===== config.mk =====
export PLATFORM = sky130hd
export DESIGN_NAME = pipt_dp
export DESIGN_NICKNAME = d
export VERILOG_FILES = /design/src/rtl/pipt_pkg.sv /design/src/rtl/pipt_dp.sv
export SDC_FILE = /design/constraint.sdc
export NUM_CORES = 2
export LEC_CHECK = 0
export BUFFER_PORTS_ARGS = -buffer_cell sky130_fd_sc_hd__clkbuf_2
export CORE_ASPECT_RATIO = 1.5
export CORE_MARGIN = 1
export CORE_UTILIZATION = 59
export CTS_CLUSTER_DIAMETER = 150
export DETAILED_ROUTE_END_ITERATION = 10
export PLACE_DENSITY = 0.78
export SYNTH_ARGS = -nofsm -noshare
export SYNTH_HDL_FRONTEND = slang
export SYNTH_SLANG_ARGS = --single-unit

===== constraint.sdc =====
create_clock -name clk -period 9.23 [get_ports clk]
set_input_delay 1.846 -clock clk [delete_from_list [all_inputs] [get_ports clk]]
set_output_delay 1.846 -clock clk [all_outputs]
set_load 0.01 [all_outputs]

===== src/rtl/pipt_pkg.sv =====
// Shared types and constants for the point-in-polygon ray casting block.
`timescale 1ns / 1ps
`default_nettype none

package pipt_pkg;

    localparam int COORD_W = 14;
    localparam int CNT_W   = 5;
    localparam int VIDX_W  = 4;

    // The ray runs from the query point to this x at the same y.
    localparam logic [COORD_W-1:0] RAY_END_X = 14'd10000;

    // Fewer in-use vertices than this give outside.
    localparam int MIN_VERTICES = 3;

    localparam logic OP_LOAD  = 1'b0;
    localparam logic OP_QUERY = 1'b1;

    // Commands from the controller to the datapath.
    typedef struct packed {
        logic start;     // latch query point, clear accumulators
        logic store;     // write one vertex from the input word
        logic rd_en;     // read one vertex from the store
        logic first;     // this read opens the walk, no edge yet
        logic load_out;  // capture the answer in the output register
    } pipt_cmd_t;

endpackage

`default_nettype wire


===== src/rtl/pipt_dp.sv =====
// Datapath: vertex store, two-stage edge crossing unit and answer accumulators.
`timescale 1ns / 1ps
`default_nettype none

module pipt_dp #(
    parameter int MAX_VERTICES = 16
) (
    input  wire logic                          clk,
    input  wire logic                          rst_n,
    input  wire pipt_pkg::pipt_cmd_t           cmd,
    input  wire logic [$clog2(MAX_VERTICES)-1:0] rd_addr,
    input  wire logic [pipt_pkg::VIDX_W-1:0]   vertex_index,
    input  wire logic [pipt_pkg::COORD_W-1:0]  coord_x,
    input  wire logic [pipt_pkg::COORD_W-1:0]  coord_y,
    output logic                               inside_res
);

    localparam int AW = $clog2(MAX_VERTICES);
    localparam int IW = (AW + 1 > pipt_pkg::VIDX_W) ? AW + 1 : pipt_pkg::VIDX_W;
    localparam int CWD = pipt_pkg::COORD_W;

    typedef enum logic [1:0] {
        ORI_COL,
        ORI_CW,
        ORI_CCW
    } orient_t;

    typedef logic [CWD-1:0] coord_t;

    function automatic logic in_box(coord_t qx, coord_t qy,
                                    coord_t ex0, coord_t ey0,
                                    coord_t ex1, coord_t ey1);
        logic okx;
        logic oky;
        okx = ((qx >= ex0) && (qx <= ex1)) || ((qx >= ex1) && (qx <= ex0));
        oky = ((qy >= ey0) && (qy <= ey1)) || ((qy >= ey1) && (qy <= ey0));
        return okx && oky;
    endfunction

    // Orientation of p, r and a vertex, where p and r share y: the value is
    // the negated product of the two differences, so only signs matter.
    function automatic orient_t ray_orient(logic signed [CWD:0] d,
                                           logic signed [CWD:0] e);
        orient_t o;
        if ((d == '0) || (e == '0))
        begin
            o = ORI_COL;
        end
        else if (d[CWD] != e[CWD])
        begin
            o = ORI_CW;
        end
        else
        begin
            o = ORI_CCW;
        end
        return o;
    endfunction

    function automatic orient_t val_orient(logic signed [2*CWD+2:0] v);
        orient_t o;
        if (v == '0)
        begin
            o = ORI_COL;
        end
        else if (!v[2*CWD+2])
        begin
            o = ORI_CW;
        end
        else
        begin
            o = ORI_CCW;
        end
        return o;
    endfunction

    // Vertex store, x in the low half and y in the high half.
    logic [2*CWD-1:0] mem [MAX_VERTICES];
    logic [2*CWD-1:0] rd_data_reg;

    logic [IW-1:0] idx_ext;
    logic          wr_ok;

    assign idx_ext = IW'(vertex_index);
    assign wr_ok   = cmd.store && (idx_ext < IW'(MAX_VERTICES));

    always_ff @(posedge clk)
    begin
        if (wr_ok)
        begin
            mem[idx_ext[AW-1:0]] <= {coord_y, coord_x};
        end
        if (cmd.rd_en)
        begin
            rd_data_reg <= mem[rd_addr];
        end
    end

    // Control pipeline.
    logic s1_vld_reg, s1_edge_reg, s2_vld_reg;

    always_ff @(posedge clk or negedge rst_n)
    begin
        if (!rst_n)
        begin
            s1_vld_reg  <= 1'b0;
            s1_edge_reg <= 1'b0;
            s2_vld_reg  <= 1'b0;
        end
        else
        begin
            s1_vld_reg  <= cmd.rd_en;
            s1_edge_reg <= cmd.rd_en && !cmd.first;
            s2_vld_reg  <= s1_edge_reg;
        end
    end

    // Query point.
    coord_t qx_reg, qy_reg;

    always_ff @(posedge clk)
    begin
        if (cmd.start)
        begin
            qx_reg <= coord_x;
            qy_reg <= coord_y;
        end
    end

    // Stage 1: edge from the previous vertex a to the vertex just read b.
    coord_t prev_x_reg, prev_y_reg;
    coord_t ax, ay, bx, by;
    logic signed [CWD:0] dyab, dxab, dxpb, dxrb, dypb;
    logic signed [2*CWD+1:0] m1, m2, m3;

    assign ax = prev_x_reg;
    assign ay = prev_y_reg;
    assign bx = rd_data_reg[CWD-1:0];
    assign by = rd_data_reg[2*CWD-1:CWD];

    assign dyab = $signed({1'b0, by}) - $signed({1'b0, ay});
    assign dxab = $signed({1'b0, bx}) - $signed({1'b0, ax});
    assign dxpb = $signed({1'b0, qx_reg}) - $signed({1'b0, bx});
    assign dxrb = $signed({1'b0, pipt_pkg::RAY_END_X}) - $signed({1'b0, bx});
    assign dypb = $signed({1'b0, qy_reg}) - $signed({1'b0, by});

    assign m1 = dyab * dxpb;
    assign m2 = dyab * dxrb;
    assign m3 = dxab * dypb;

    logic signed [2*CWD+1:0] m1_reg, m2_reg, m3_reg;
    coord_t s2_ax_reg, s2_ay_reg, s2_bx_reg, s2_by_reg;

    always_ff @(posedge clk)
    begin
        if (s1_vld_reg)
        begin
            prev_x_reg <= bx;
            prev_y_reg <= by;
        end
        if (s1_edge_reg)
        begin
            m1_reg    <= m1;
            m2_reg    <= m2;
            m3_reg    <= m3;
            s2_ax_reg <= ax;
            s2_ay_reg <= ay;
            s2_bx_reg <= bx;
            s2_by_reg <= by;
        end
    end

    // Stage 2: four orientations and the crossing decision.
    logic signed [2*CWD+2:0] v1, v2;
    logic signed [CWD:0]     drp, eya, eyb;
    orient_t o1, o2, o3, o4;
    logic    p_on_box, r_on_box, a_on_ray, b_on_ray;
    logic    edge_hit;

    assign v1 = $signed({m1_reg[2*CWD+1], m1_reg}) - $signed({m3_reg[2*CWD+1], m3_reg});
    assign v2 = $signed({m2_reg[2*CWD+1], m2_reg}) - $signed({m3_reg[2*CWD+1], m3_reg});

    assign drp = $signed({1'b0, pipt_pkg::RAY_END_X}) - $signed({1'b0, qx_reg});
    assign eya = $signed({1'b0, s2_ay_reg}) - $signed({1'b0, qy_reg});
    assign eyb = $signed({1'b0, s2_by_reg}) - $signed({1'b0, qy_reg});

    assign o1 = val_orient(v1);
    assign o2 = val_orient(v2);
    assign o3 = ray_orient(drp, eya);
    assign o4 = ray_orient(drp, eyb);

    assign p_on_box = in_box(qx_reg, qy_reg, s2_ax_reg, s2_ay_reg, s2_bx_reg, s2_by_reg);
    assign r_on_box = in_box(pipt_pkg::RAY_END_X, qy_reg,
                             s2_ax_reg, s2_ay_reg, s2_bx_reg, s2_by_reg);
    assign a_on_ray = in_box(s2_ax_reg, s2_ay_reg, qx_reg, qy_reg,
                             pipt_pkg::RAY_END_X, qy_reg);
    assign b_on_ray = in_box(s2_bx_reg, s2_by_reg, qx_reg, qy_reg,
                             pipt_pkg::RAY_END_X, qy_reg);

    assign edge_hit = ((o1 != o2) && (o3 != o4)) ||
                      ((o1 == ORI_COL) && p_on_box) ||
                      ((o2 == ORI_COL) && r_on_box) ||
                      ((o3 == ORI_COL) && a_on_ray) ||
                      ((o4 == ORI_COL) && b_on_ray);

    // The first crossed edge that is collinear with the point settles the
    // answer; otherwise the parity of crossed edges does.
    logic hit_reg, dec_reg, dval_reg, inside_reg;

    always_ff @(posedge clk or negedge rst_n)
    begin
        if (!rst_n)
        begin
            hit_reg  <= 1'b0;
            dec_reg  <= 1'b0;
            dval_reg <= 1'b0;
        end
        else if (cmd.start)
        begin
            hit_reg  <= 1'b0;
            dec_reg  <= 1'b0;
            dval_reg <= 1'b0;
        end
        else if (s2_vld_reg && !dec_reg && edge_hit)
        begin
            if (o1 == ORI_COL)
            begin
                dec_reg  <= 1'b1;
                dval_reg <= p_on_box;
            end
            else
            begin
                hit_reg <= !hit_reg;
            end
        end
    end

    always_ff @(posedge clk)
    begin
        if (cmd.load_out)
        begin
            inside_reg <= dec_reg ? dval_reg : hit_reg;
        end
    end

    assign inside_res = inside_reg;

endmodule

`default_nettype wire


==> flow_summary.toml <==
[route]
drtIter0Drc = 3443
viasPerCell = 6.13
detail-route-antenna-nets = 0
wirelength_um = 161000
drt-wirelength-per-cell_um = 24.5
drc = 1
vias = 40100
firstDrtPassIters = 9

[synth]
synth_edf_count = 679
yosys.cell_count.top_type = "inv_1"
synthesis.nets = 6235
synthCells = 5099
yosys-top-cells-area = "edfxtp_1 (35%), fa_1 (23%), ha_1 (9.0%)"
yosysSeqAreaShare_pct = 35.3
synth_ff_type = "edfxtp_1"
synth_top_cell_by_area = "edfxtp_1"
synthArstFlopShare_pct = 0.876
yosysTopAreaCellShare_pct = 35.0
syn_avg_cell_area_um2 = 11.4
syn_area_um2 = 58200
ys_warn_count = 0
synthTopCellsByCount = "inv_1 (944), edfxtp_1 (679), fa_1 (676)"
ys_seq_elements = 685
yosysUniqueCellTypes = 95

[cells_and_area]
largest_reg_flops = 448
multi_input_area_um2 = 34100
seq_area_um2 = 20500
area_delta_synth_final_pct = 8.52
drive_above_1_share_pct = 10.4
diodes = 0
fin_util_pct = 64.9
nets = 6351
fill_cells = 7353

[floorplan]
core_um2 = 97400
die_h_um = 387
num_rows = 140
start_util_pct = 59.8
die_area_um2 = 100000
io_pins = 44
die_x_um = 259

[setup_path]
slowest_delay_ns = 0.54
cp_data_required_time_ns = 9.62
worstPathArrival_ns = 9.23
worst-path-max-fanout = 5
critPathKind = "flop to flop"
slowest_stage = "fa_1"
crit_top_cell = "fa_1"
start_kind = "flop"
cp-end-kind = "flop"
r2r_cells = 38

[global_routing]
grt_pass1_vias = 41800
overflow = 0
grt_pass1_wl_um = 243000
antenna_found_initial = 0
grtUsageTotal_pct = 32.8
grt_max_degree = 66

[cts]
cts_sinks = 685
cts_hold_buffers = 0
numCtsBuffers = 60
h-tree-depth = 2
clock_path_buffers = 3
cts_tree = "done"
cts.clk_slew.worst_paths_ns = 0.07
clock_latency_ns = 0.69
clk_root_buffer_cell = "clkbuf_16"

[job]
max_cap_violations = 1

[placement]
port_buffers = 43
dp_slack_ns = -0.119
gp_congestion = 1.00
place_hpwl_um = 120000

[sta]
fmax_mhz = 113
period_share_pct = 95.7
fin_skew_ns = 0.0524
worst_pin_slew_ns = 1.55
hold_viol = 0
setup_tns_ns = 0
maxSlewHeadroom_pct = -3.99
period_minus_slack_ns = 8.83
setup_viol = 0
drv_slew = 7
postLayoutSetupSlackWorst_ns = 0.397

[outcome]
violations = "design-rule violations, max-capacitance violations, max-slew violations"
outcome = "complete, but fails checks"

[hold_path]
hold_path_class = "flop to flop"
worstHoldPathCells = 0
-- critical path, delay by kind of cell, from the launching register on --
kind            cells  cell delay (ns)
buf+inv             8             0.70
simple gates        6             0.76
flops               1             0.42
xor+xnor            2             0.28
fa+ha+maj           9             3.76
compound gates     13             2.63
-- logic make-up (layout without fill, tap and decap cells) --
kind of cell,count (synthesis),in the layout,share of synthesized area [%]
AND/OR/NAND/NOR,1311,1311,10.3
adder cells (fa/ha/maj),1093,1093,32.2
buffers and inverters,1080,1248,6.98
flip-flops,685,685,35.3
AO/OA/AOI/OAI,571,571,6.50
XOR/XNOR,194,194,2.92
multiplexers,165,165,5.87
-- placed cells by master, fill, tap and decap left out, types with 17 or more instances in the layout --
| cell type | netlist | layout |
|---|---|---|
| a21o_1 | 57 | 56 |
| a21oi_1 | 160 | 153 |
| a31oi_1 | 23 | 21 |
| and2_1 | 47 | 46 |
| and3_1 | 22 | 22 |
| buf_4 | 0 | 145 |
| clkbuf_16 | 0 | 60 |
| clkbuf_2 | 0 | 41 |
| edfxtp_1 | 679 | 679 |
| fa_1 | 676 | 675 |
| ha_1 | 417 | 417 |
| inv_1 | 944 | 943 |
| mux2i_1 | 17 | 17 |
| mux4_2 | 140 | 140 |
| nand2_1 | 484 | 483 |
| nand2b_1 | 68 | 68 |
| nand3_1 | 49 | 49 |
| nand4_1 | 23 | 23 |
| nor2_1 | 398 | 386 |
| nor2b_1 | 55 | 55 |
| nor3_1 | 53 | 47 |
| nor4_1 | 23 | 23 |
| o211ai_1 | 17 | 17 |
| o21a_1 | 30 | 30 |
| o21ai_0 | 98 | 89 |
| o21ai_1 | 12 | 17 |
| or2_2 | 20 | 20 |
| xnor2_1 | 146 | 139 |
| xor2_1 | 48 | 38 |
-- worst paths after layout --
| check | startpoint | end | slack [ns] |
|---|---|---|---|
| setup / recovery | rd_data_reg[14] | m2_reg[28] | 0.40 |
| min in group asynchronous | rst_n | s1_edge_reg | 1.03 |
| hold / removal | ay[3] | s2_ay_reg[3] | 0.45 |
| max in group asynchronous | rst_n | dval_reg | 7.92 |
| setup reg to reg | rd_data_reg[14] | m2_reg[28] | 0.40 |
| hold reg to reg | ay[3] | s2_ay_reg[3] | 0.45 |
-- final cells by class --
cell class                 count  area share (%)
clock inverter                42           0.835
multi-input combinational   3334            53.9
tap                         1278            2.53
sequential                   685            32.5
timing repair buffer         189            2.13
inverter                     945            5.61
clock buffer                  72            2.51
-- timing repair --
item                                    4_1_cts  5_1_grt
gates cloned                                  0        0
endpoints found under the setup margin        3       27
pin swaps                                     0        9
setup buffers                                 0       10
gates resized for setup                       2       52
-- metal layers --
metal	routed length [µm]	share of wire, %	vias up	global-route usage [%]
met4	14800	9.2	0	24.2
met3	11600	7.2	680	4.58
met2	81000	50	2052	57.0
met5	0	0	-	0
met1	53200	33	20100	36.5
li1	-	-	17300	-
-- metrics by stage --
| stage | std cells | hold slack [ns] | instance area (µm²) |
|---|---|---|---|
| 2_1_floorplan | 5099 | 0.426 | 58200 |
| 3_3_place_gp | 6421 | 0.431 | 60800 |
| 3_5_place_dp | 6421 | 0.434 | 60800 |
| 4_1_cts | 6535 | 0.453 | 62900 |
| 5_1_grt | 6545 | 0.460 | 63200 |
| 6_report | 6545 | 0.455 | 63200 |
Power is left out: the tool's default activity adds up to more than one toggle a clock period on the data nets, which glitch-free logic cannot reach.
